File: config.mk
export PLATFORM = sky130hd
export DESIGN_NAME = permutation_match_finder
export DESIGN_NICKNAME = d
export VERILOG_FILES = /design/src/rtl/pmf_pkg.sv /design/src/rtl/pmf_cell.sv /design/src/rtl/permutation_match_finder.sv
export SDC_FILE = /design/constraint.sdc
export NUM_CORES = 2
export LEC_CHECK = 0
export ABC_AREA = 1
export BUFFER_PORTS_ARGS = -buffer_cell sky130_fd_sc_hd__buf_2
export CAP_MARGIN = 20
export CORE_MARGIN = 4
export CORE_UTILIZATION = 30
export CTS_CLUSTER_DIAMETER = 120
export DETAILED_ROUTE_END_ITERATION = 12
export HOLD_SLACK_MARGIN = 0.02
export PLACE_DENSITY_LB_ADDON = 0.3
export RECOVER_POWER = 100
export SETUP_SLACK_MARGIN = 0.1
export SLEW_MARGIN = 15
export SYNTH_ARGS = -nofsm -noshare
export SYNTH_HDL_FRONTEND = slang
export SYNTH_SLANG_ARGS = --single-unit
File: constraint.sdc
create_clock -name clk -period 5.9 [get_ports clk]
set_input_delay 1.18 -clock clk [delete_from_list [all_inputs] [get_ports clk]]
set_output_delay 1.18 -clock clk [all_outputs]
set_load 0.03 [all_outputs]
File: src/rtl/pmf_pkg.sv
package pmf_pkg;

	localparam int DATA_W    = 32;
	localparam int OUT_IDX_W = 5;

	typedef enum logic [3:0] {
		ST_LOAD   = 4'b0001,
		ST_SEARCH = 4'b0010,
		ST_FETCH  = 4'b0100,
		ST_SEND   = 4'b1000
	} state_t;

endpackage

File: src/rtl/pmf_cell.sv
module pmf_cell import pmf_pkg::*; #(
	parameter int IDX = 0,
	parameter int IW  = 5,
	parameter int CW  = 6
) (
	input  logic              clk,
	input  logic              arst_n,
	input  logic              ld_en,
	input  logic [IW-1:0]     ld_idx,
	input  logic [DATA_W-1:0] ld_b,
	input  logic              clr,
	input  logic [CW-1:0]     n,
	input  logic              in_valid,
	input  logic [DATA_W-1:0] in_a,
	input  logic [IW-1:0]     in_idx,
	input  logic              in_found,
	input  logic [IW-1:0]     in_fwd,
	output logic              out_valid,
	output logic [DATA_W-1:0] out_a,
	output logic [IW-1:0]     out_idx,
	output logic              out_found,
	output logic [IW-1:0]     out_fwd,
	input  logic              shift,
	input  logic [IW-1:0]     nxt_bwd,
	input  logic              nxt_seen,
	output logic [IW-1:0]     bwd,
	output logic              seen
);

	logic [DATA_W-1:0] b_q;
	logic              out_valid_q;
	logic [DATA_W-1:0] out_a_q;
	logic [IW-1:0]     out_idx_q;
	logic              out_found_q;
	logic [IW-1:0]     out_fwd_q;
	logic [IW-1:0]     bwd_q;
	logic              seen_q;
	logic              active;
	logic              hit;

	assign active = CW'(IDX) < n;
	assign hit    = in_valid && !in_found && active && (b_q == in_a);

	always_ff @(posedge clk) begin
		if (ld_en && (ld_idx == IW'(IDX))) begin
			b_q <= ld_b;
		end
		out_a_q     <= in_a;
		out_idx_q   <= in_idx;
		out_found_q <= in_found || hit;
		out_fwd_q   <= hit ? IW'(IDX) : in_fwd;
	end

	always_ff @(posedge clk or negedge arst_n) begin
		if (!arst_n) begin
			out_valid_q <= 1'b0;
			bwd_q       <= '0;
			seen_q      <= 1'b0;
		end else begin
			out_valid_q <= in_valid;
			if (clr) begin
				bwd_q  <= '0;
				seen_q <= 1'b0;
			end else if (shift) begin
				bwd_q  <= nxt_bwd;
				seen_q <= nxt_seen;
			end else if (hit) begin
				bwd_q  <= in_idx;
				seen_q <= 1'b1;
			end
		end
	end

	assign out_valid = out_valid_q;
	assign out_a     = out_a_q;
	assign out_idx   = out_idx_q;
	assign out_found = out_found_q;
	assign out_fwd   = out_fwd_q;
	assign bwd       = bwd_q;
	assign seen      = seen_q;

endmodule

File: src/rtl/permutation_match_finder.sv
// Loading takes one pair per cycle; the pair with tlast, or the one filling slot
// MAX_LENGTH-1, starts the search. In search, one query per cycle enters a chain
// of MAX_LENGTH compare cells and leaves its end. Each result is read from the
// forward map (ST_FETCH), then sent (ST_SEND); a failure gives a single result.
// No pair is taken between the final pair and the last result.
// arst_n clears control state and the backward maps; the value stores stay undefined.
module permutation_match_finder import pmf_pkg::*; #(
	parameter int MAX_LENGTH = 32
) (
	input  logic        clk,
	input  logic        arst_n,
	input  logic        s_tvalid,
	output logic        s_tready,
	input  logic [63:0] s_tdata,  // value_a[31:0], value_b[63:32]
	input  logic        s_tlast,  // final_pair
	output logic        m_tvalid,
	input  logic        m_tready,
	output logic [15:0] m_tdata,  // position[4:0], forward_index[9:5],
	                              // backward_index[14:10], backward_valid[15]
	output logic        m_tuser,  // matched_all
	output logic        m_tlast   // end_of_run
);

	localparam int IW = (MAX_LENGTH > 1) ? $clog2(MAX_LENGTH) : 1;
	localparam int CW = $clog2(MAX_LENGTH + 1);

	state_t            state_q;
	logic [IW-1:0]     ld_idx_q;
	logic [CW-1:0]     n_q;
	logic [CW-1:0]     iss_q;
	logic              iss_valid_s1;
	logic [IW-1:0]     iss_idx_s1;
	logic [DATA_W-1:0] a_rd_s1;
	logic              fail_q;
	logic [IW-1:0]     fail_pos_q;
	logic [IW-1:0]     k_q;
	logic [IW-1:0]     fwd_rd_q;

	logic [DATA_W-1:0] a_mem   [MAX_LENGTH];
	logic [IW-1:0]     fwd_mem [MAX_LENGTH];

	logic              ch_valid [MAX_LENGTH+1];
	logic [DATA_W-1:0] ch_a     [MAX_LENGTH+1];
	logic [IW-1:0]     ch_idx   [MAX_LENGTH+1];
	logic              ch_found [MAX_LENGTH+1];
	logic [IW-1:0]     ch_fwd   [MAX_LENGTH+1];
	logic [IW-1:0]     sh_bwd   [MAX_LENGTH+1];
	logic              sh_seen  [MAX_LENGTH+1];

	logic ld_acc;
	logic ld_last;
	logic clr;
	logic issue;
	logic tail_last;
	logic out_acc;
	logic k_last;

	assign s_tready  = (state_q == ST_LOAD);
	assign ld_acc    = s_tvalid && s_tready;
	assign ld_last   = s_tlast || (ld_idx_q == IW'(MAX_LENGTH - 1));
	assign clr       = ld_acc && ld_last;
	assign issue     = (state_q == ST_SEARCH) && (iss_q < n_q);
	assign tail_last = ch_valid[MAX_LENGTH] && (ch_idx[MAX_LENGTH] == IW'(n_q - CW'(1)));
	assign m_tvalid  = (state_q == ST_SEND);
	assign out_acc   = m_tvalid && m_tready;
	assign k_last    = (CW'(k_q) == (n_q - CW'(1)));

	assign ch_valid[0] = iss_valid_s1;
	assign ch_a[0]     = a_rd_s1;
	assign ch_idx[0]   = iss_idx_s1;
	assign ch_found[0] = 1'b0;
	assign ch_fwd[0]   = '0;

	assign sh_bwd[MAX_LENGTH]  = '0;
	assign sh_seen[MAX_LENGTH] = 1'b0;

	for (genvar g = 0; g < MAX_LENGTH; g++) begin : g_chain
		pmf_cell #(
			.IDX(g),
			.IW (IW),
			.CW (CW)
		) u_node (
			.clk      (clk),
			.arst_n   (arst_n),
			.ld_en    (ld_acc),
			.ld_idx   (ld_idx_q),
			.ld_b     (s_tdata[63:32]),
			.clr      (clr),
			.n        (n_q),
			.in_valid (ch_valid[g]),
			.in_a     (ch_a[g]),
			.in_idx   (ch_idx[g]),
			.in_found (ch_found[g]),
			.in_fwd   (ch_fwd[g]),
			.out_valid(ch_valid[g+1]),
			.out_a    (ch_a[g+1]),
			.out_idx  (ch_idx[g+1]),
			.out_found(ch_found[g+1]),
			.out_fwd  (ch_fwd[g+1]),
			.shift    (out_acc),
			.nxt_bwd  (sh_bwd[g+1]),
			.nxt_seen (sh_seen[g+1]),
			.bwd      (sh_bwd[g]),
			.seen     (sh_seen[g])
		);
	end

	always_ff @(posedge clk) begin
		if (ld_acc) begin
			a_mem[ld_idx_q] <= s_tdata[31:0];
		end
		a_rd_s1 <= a_mem[iss_q[IW-1:0]];
		if (ch_valid[MAX_LENGTH] && ch_found[MAX_LENGTH]) begin
			fwd_mem[ch_idx[MAX_LENGTH]] <= ch_fwd[MAX_LENGTH];
		end
		fwd_rd_q <= fwd_mem[k_q];
	end

	always_ff @(posedge clk or negedge arst_n) begin
		if (!arst_n) begin
			state_q      <= ST_LOAD;
			ld_idx_q     <= '0;
			n_q          <= '0;
			iss_q        <= '0;
			iss_valid_s1 <= 1'b0;
			iss_idx_s1   <= '0;
			fail_q       <= 1'b0;
			fail_pos_q   <= '0;
			k_q          <= '0;
		end else begin
			iss_valid_s1 <= issue;
			iss_idx_s1   <= iss_q[IW-1:0];
			case (state_q)
				ST_LOAD: begin
					if (ld_acc) begin
						if (ld_last) begin
							n_q      <= CW'(ld_idx_q) + CW'(1);
							ld_idx_q <= '0;
							iss_q    <= '0;
							fail_q   <= 1'b0;
							state_q  <= ST_SEARCH;
						end else begin
							ld_idx_q <= ld_idx_q + IW'(1);
						end
					end
				end
				ST_SEARCH: begin
					if (issue) begin
						iss_q <= iss_q + CW'(1);
					end
					if (ch_valid[MAX_LENGTH] && !ch_found[MAX_LENGTH] && !fail_q) begin
						fail_q     <= 1'b1;
						fail_pos_q <= ch_idx[MAX_LENGTH];
					end
					if (tail_last) begin
						k_q     <= '0;
						state_q <= ST_FETCH;
					end
				end
				ST_FETCH: begin
					state_q <= ST_SEND;
				end
				ST_SEND: begin
					if (out_acc) begin
						if (m_tlast) begin
							state_q <= ST_LOAD;
						end else begin
							k_q     <= k_q + IW'(1);
							state_q <= ST_FETCH;
						end
					end
				end
				default: begin
					state_q <= ST_LOAD;
				end
			endcase
		end
	end

	assign m_tuser       = !fail_q;
	assign m_tlast       = fail_q || k_last;
	assign m_tdata[4:0]  = fail_q ? OUT_IDX_W'(fail_pos_q) : OUT_IDX_W'(k_q);
	assign m_tdata[9:5]  = fail_q ? '0 : OUT_IDX_W'(fwd_rd_q);
	assign m_tdata[14:10] = fail_q ? '0 : OUT_IDX_W'(sh_bwd[0]);
	assign m_tdata[15]   = !fail_q && sh_seen[0];

endmodule

* Yosys cells after proc, flatten, opt, wreduce, memory -nomap -nowiden
Memory sizes are Yosys's and may differ from the RTL's. A register that Yosys moved wholly into a read port is not among the register bits. Cells that the tools add are included.
Operators by class: add/sub/neg operators 5, $lt $le $gt $ge 33, equal/unequal tests 76, muxes and demuxes 218, reductions and logical operators 244
Operator list (count):
- == test 32 bit | 32
- two-way mux 5 bit | 103
- logical AND 1 bit | 136
- two-way mux 1 bit | 103
- < comparator 5 x 6 -> 1 bit, first input constant | 16
- nonzero test 3 bit | 32
- == test 5 bit, second input constant | 16
- < comparator 4 x 6 -> 1 bit, first input constant | 8
- == test 5 x 4 -> 1 bit, second input constant | 8
- logical NOT 1 bit | 33
- logical OR 1 bit | 33
- < comparator 3 x 6 -> 1 bit, first input constant | 4
- == test 5 x 3 -> 1 bit, second input constant | 4
- two-way mux 6 bit | 3
- two-way mux 4 bit | 4
- case mux 4 bit (4 select lines) | 1
- AND reduction 4 bit | 4
- < comparator 1 x 6 -> 1 bit, first input constant | 2
- < comparator 2 x 6 -> 1 bit, first input constant | 2
- case mux 6 bit (2 select lines) | 1
- adder 5 x 1 -> 5 bit, second input constant | 2
- == test 5 x 2 -> 1 bit, second input constant | 2
- case mux 5 bit (2 select lines) | 1
- != test 2 x 1 -> 1 bit, second input constant | 4
- other kinds (18) | 22
Storage, ports and cells: register bits 2599, RAM bits 1184, input bits 69, memories 2
Memory list:
- a_mem | depth 32, bits a word 32, rd ports 1, clocked after Yosys merged registers in 1, write ports 1, RTL line permutation_match_finder.sv:39 | logic [DATA_W-1:0] a_mem [MAX_LENGTH];
- fwd_mem | depth 32, bits a word 5, rd ports 1, clocked after Yosys merged registers in 1, write ports 1, RTL line permutation_match_finder.sv:40 | logic [IW-1:0] fwd_mem [MAX_LENGTH];

* Depth between registers and ports, before layout
word-level depth 7, gate-level depth with buffers 15, mapped depth without buffers 14

* Cells and area by module
From an unflattened synthesis, not the netlist that was laid out.
Second synthesis, totals: cells, all modules 12946, area, all modules 141550.8 sq um
By module, submodules not included:
- permutation_match_finder | instances 1, cells each 3857, area each 49553.8 sq um, seq. area each 37247.0 sq um
- pmf_cell (g_chain[14].u_node ...) | instances 2, cells each 290, area each 2890.3 sq um, seq. area each 1996.9 sq um
- pmf_cell (g_chain[16].u_node ...) | instances 2, cells each 290, area each 2882.8 sq um, seq. area each 1996.9 sq um
- pmf_cell (g_chain[1].u_node) | instances 1, cells each 344, area each 3116.7 sq um, seq. area each 1996.9 sq um
- pmf_cell (g_chain[0].u_node) | instances 1, cells each 344, area each 3115.5 sq um, seq. area each 1996.9 sq um
- pmf_cell (g_chain[25].u_node) | instances 1, cells each 306, area each 2930.3 sq um, seq. area each 1996.9 sq um
- pmf_cell (g_chain[9].u_node) | instances 1, cells each 302, area each 2922.8 sq um, seq. area each 1996.9 sq um
- pmf_cell (g_chain[24].u_node) | instances 1, cells each 297, area each 2900.3 sq um, seq. area each 1996.9 sq um
- pmf_cell (g_chain[22].u_node) | instances 1, cells each 293, area each 2896.5 sq um, seq. area each 1996.9 sq um
- pmf_cell (g_chain[6].u_node) | instances 1, cells each 293, area each 2894.0 sq um, seq. area each 1996.9 sq um
- pmf_cell (g_chain[5].u_node) | instances 1, cells each 284, area each 2890.3 sq um, seq. area each 1996.9 sq um
- pmf_cell (g_chain[12].u_node) | instances 1, cells each 288, area each 2887.8 sq um, seq. area each 1996.9 sq um
- pmf_cell (g_chain[2].u_node) | instances 1, cells each 286, area each 2885.3 sq um, seq. area each 1996.9 sq um
- pmf_cell (g_chain[17].u_node) | instances 1, cells each 288, area each 2884.0 sq um, seq. area each 1996.9 sq um
- +17 rows

* Worst setup path after synthesis
OpenSTA, ideal clock, no wires.
path kind input -> register, from in s_tvalid, to mem a_mem[15][0], enable pin, library setup time 0.461 ns, arrival time 3.760 ns, data required time 5.439 ns, path slack 1.679 ns, stages 4, buffers on the path 0, cells stage by stage inv_1 -> nor2_4 -> nand2_1 -> nor3_1
On the way: word-level cells in the longest chain between the ends 3
RTL lines:
- from (decl) | RTL line permutation_match_finder.sv:12 | input logic s_tvalid,
- logical AND 1 bit | RTL line permutation_match_finder.sv:59 | assign ld_acc = s_tvalid && s_tready;
- two-way mux 1 bit | RTL line permutation_match_finder.sv:109 | if (ld_acc) begin
- two-way mux 1 bit (implied by the code) | RTL line permutation_match_finder.sv:110 | a_mem[ld_idx_q] <= s_tdata[31:0];
- to (decl) | RTL line permutation_match_finder.sv:39
Every way passes these cells.

==> metrics <==
critical path's slowest cell dfrtp_1; clock sinks between 3k and 4k; Chip Height 679.3 um; Final min period 5.009 ns; Starting Density 0.3010; setup tns final 0 ns; via count 79.68k; Avg WL per Cell between 15 and 20 um; largest net degree at the start of global routing 170; initial antenna violation count 21; top routing layer in use met5; Netlist Area Pre-Place 0.1352 mm^2; TritonCTS buffer count between 300 and 400; Mapped Nets around 11k; Synthesis Warnings 0; Max clock buf depth 4; drt first pass iters 5; vias in the first global route around 78k; Detail Route Antenna Nets 0; RSZ-0062 raised after global routing false; Required @ worst endpoint 6.69 ns; # H-tree levels 5; Root Buffer clkbuf_16; CTS resizes 0; Inst Count DP between 15k and 20k; CP max stage delay 1.30 ns; setup violators final 0; fraction of registers with async set/reset 0.06859; overall routing resource usage 0.1487; Crit Path Category flop to flop; cells along the critical path clkbuf_2 -> clkbuf_2 -> o21ai_0 -> o22ai_1 -> nand2_1 -> nand4_1 -> o21ai_0 -> inv_1; Post-DP Area 0.1434 mm^2; maximum vdd drop 0.2979 mV; area leader, netlist edfxtp_1; I/O pins 89; Rel. slew slack -1.143; CTS clock-pin slew for the worst setup and hold paths 0.06 ns; RD Place Congestion 0.8369; I/O Buffers 88; WL final 351500 um; crit share post-route 0.8490; Die Footprint 0.4614 mm^2; Post-synth top flop edfxtp_1; final instance area 0.1556 mm^2; synthesized flop and latch total about 3.8k; CTS tree built; Worst Tran Pin Value between 3 and 4 ns; Worst Path Buf+Inv 3; vias per std cell 4.522; sequential area share after synthesis 0.7389; CP Launch Type flop; Core Area between 0.4 and 0.5 mm^2; Min-Delay Path Class flop to flop; Hold WS 0.2917 ns; Slew Viols, Final 3509; final non-filler cell total 17.62k; Unique masters post-synth 54; area fraction of the dominant cell type after synthesis 0.4905; hold_buf cts 0; failing checks max-capacitance violations, max-slew violations; layout cells sized above 1 0.08233; fin nets 11.42k; Final HPWL DP 225300 um; met2 routed WL 171300 um; Met3 Wirelength 15580 um; delay-heaviest family, CP buffers and inverters; mean post-synth cell area 12.24 um^2; Fillers 43.78k; first-pass GRT wire length between 500000 and 600000 um; drc violations 0; run status complete, but fails checks; leakage power 58.66 nW; initial DRC count around 6.3k; area grow syn2layout 15.07%; Rows 246; Critical Path Fanout Max between 60 and 70; EDFF count, synth approximately 2.2k; CP Capture Type flop; post-CTS setup buffers 0; crit path DAT 5.80 ns; clock latency on the worst-skew pair 0.96 ns; PD cells 484.3 mW/mm^2; fmax roughly 0.20 GHz; GR Overflow Total 0; Cells after Synth 11.05k; wl on met1 between 150000 and 200000 um; Final Hold Vio Count 0; worst clock skew 0.1147 ns; Die Span X 679.3 um; number of max-cap violations 115; most area-consuming cells after synthesis edfxtp_1 (49%), dfxtp_1 (20%), dfrtp_1 (4.8%)
report_power, final:
| part | internal [mW] | total (mW) | switching, mW |
|---|---|---|---|
| logic | 4.58 | 13.5 | 8.97 |
| registers | 33.2 | 37.1 | 3.88 |
| clock network | 14.4 | 24.7 | 10.3 |
| total | 52.2 | 75.3 | 23.2 |
cell usage after synthesis (149+ instances only):
cell and number:
a22o_1 149, clkbuf_1 201, dfrtp_1 261, dfxtp_1 1350, edfxtp_1 2208, inv_1 968
nand2_1 1718, nand3_1 480, nand4_1 244, nor2_1 1209, o21ai_0 726, o22ai_1 201
or2_2 179, xnor2_1 308, xor2_1 194
cells by family after synthesis:
kind of cell	count (synthesis)	synth area share
flip-flops	3820	0.7389
adder cells (fa/ha/maj)	17	0.001573
XOR/XNOR	502	0.03252
AND/OR/NAND/NOR	4043	0.1279
multiplexers	1	0.00008329
buffers and inverters	1333	0.03972
AO/OA/AOI/OAI	1333	0.05934
final cells by class:
cell class	count	area, um^2	share of cell area
clock buffers	530	10970	0.07052
repair buffers	240	1511	0.009716
multi-input cells	5896	30020	0.1930
diodes	7	17.52	0.0001126
clock inverters	192	2001	0.01286
well taps	5952	7447	0.04787
flip-flops and latches	3820	99890	0.6421
inverters	983	3714	0.02387
registers in the layout (all words and copies together), names as in the netlist, 6 cells and up:
register                  flops
g_chain.u_node.bwd          160
g_chain.u_node.out_fwd      129
a_rd_s1                      32
g_chain.u_node.out_valid     32
g_chain.u_node.b_q         1024
g_chain.u_node.out_found     32
g_chain.u_node.out_idx      160
iss_q                         6
g_chain.u_node.out_a        992
fwd_mem                     160
g_chain.u_node.seen          32
n_q                           6
a_mem                      1024
worst reg2reg max path, delay by kind of cell (launching register included):
kind | cells | cell delay (ns)
simple gates | 2 | 0.35
flops | 1 | 1.30
compound gates | 3 | 0.84
buf+inv | 3 | 2.45
placed cells by master (no fill, tap or decap), types with 24 or more instances in the layout:
cell type,n
dfxtp_1,1350
clkbuf_8,60
nand3_1,484
nor2_2,29
xor2_1,194
nand2_1,1726
buf_4,58
clkbuf_1,196
nor3_1,121
clkinv_1,46
dfrtp_1,261
o22ai_1,201
buf_2,28
clkbuf_16,394
and2_0,24
or2_2,179
inv_1,969
o211ai_1,138
bufinv_16,30
clkinv_2,74
xnor2_1,308
o21ai_0,758
nor2_1,1172
nand4_1,244
o221ai_1,30
a22o_1,149
edfxtp_1,2208
metal layers:
| metal | GRT usage | up-vias |
|---|---|---|
| met5 | 0 | - |
| met2 | 0.2551 | 1767 |
| met4 | 0.04202 | 4 |
| li1 | - | 38228 |
| met1 | 0.1963 | 39103 |
| met3 | 0.01985 | 577 |
per-stage QoR:
stage	worst slack, ns	utilization	power, mW
3_5_place_dp	1.936	0.3193	51.52
5_1_grt	0.6393	0.3464	79.27
3_3_place_gp	1.994	0.3187	51.51
6_report	0.8906	0.3464	75.34
4_1_cts	1.343	0.3482	76.35
2_1_floorplan	1.679	-	45.25
final timing paths:
check / from / cells past startpoint / endpoint / slack (ns)
hold / removal: g_chain[2].u_node.out_a[31]$_DFF_P_ / 0 / g_chain[3].u_node.out_a[31]$_DFF_P_ / 0.29
max in group asynchronous: arst_n / 2 / g_chain[1].u_node.out_valid$_DFF_PN0_ / 3.02
setup reg to reg: iss_q[0]$_DFFE_PN0P_ / 8 / a_rd_s1[10]$_DFF_P_ / 0.89
min in group asynchronous: arst_n / 1 / g_chain[18].u_node.out_valid$_DFF_PN0_ / 1.15
hold reg to reg: g_chain[2].u_node.out_a[31]$_DFF_P_ / 0 / g_chain[3].u_node.out_a[31]$_DFF_P_ / 0.29
setup / recovery: iss_q[0]$_DFFE_PN0P_ / 8 / a_rd_s1[10]$_DFF_P_ / 0.89
Note: power is estimated with default switching activity, not from simulation.
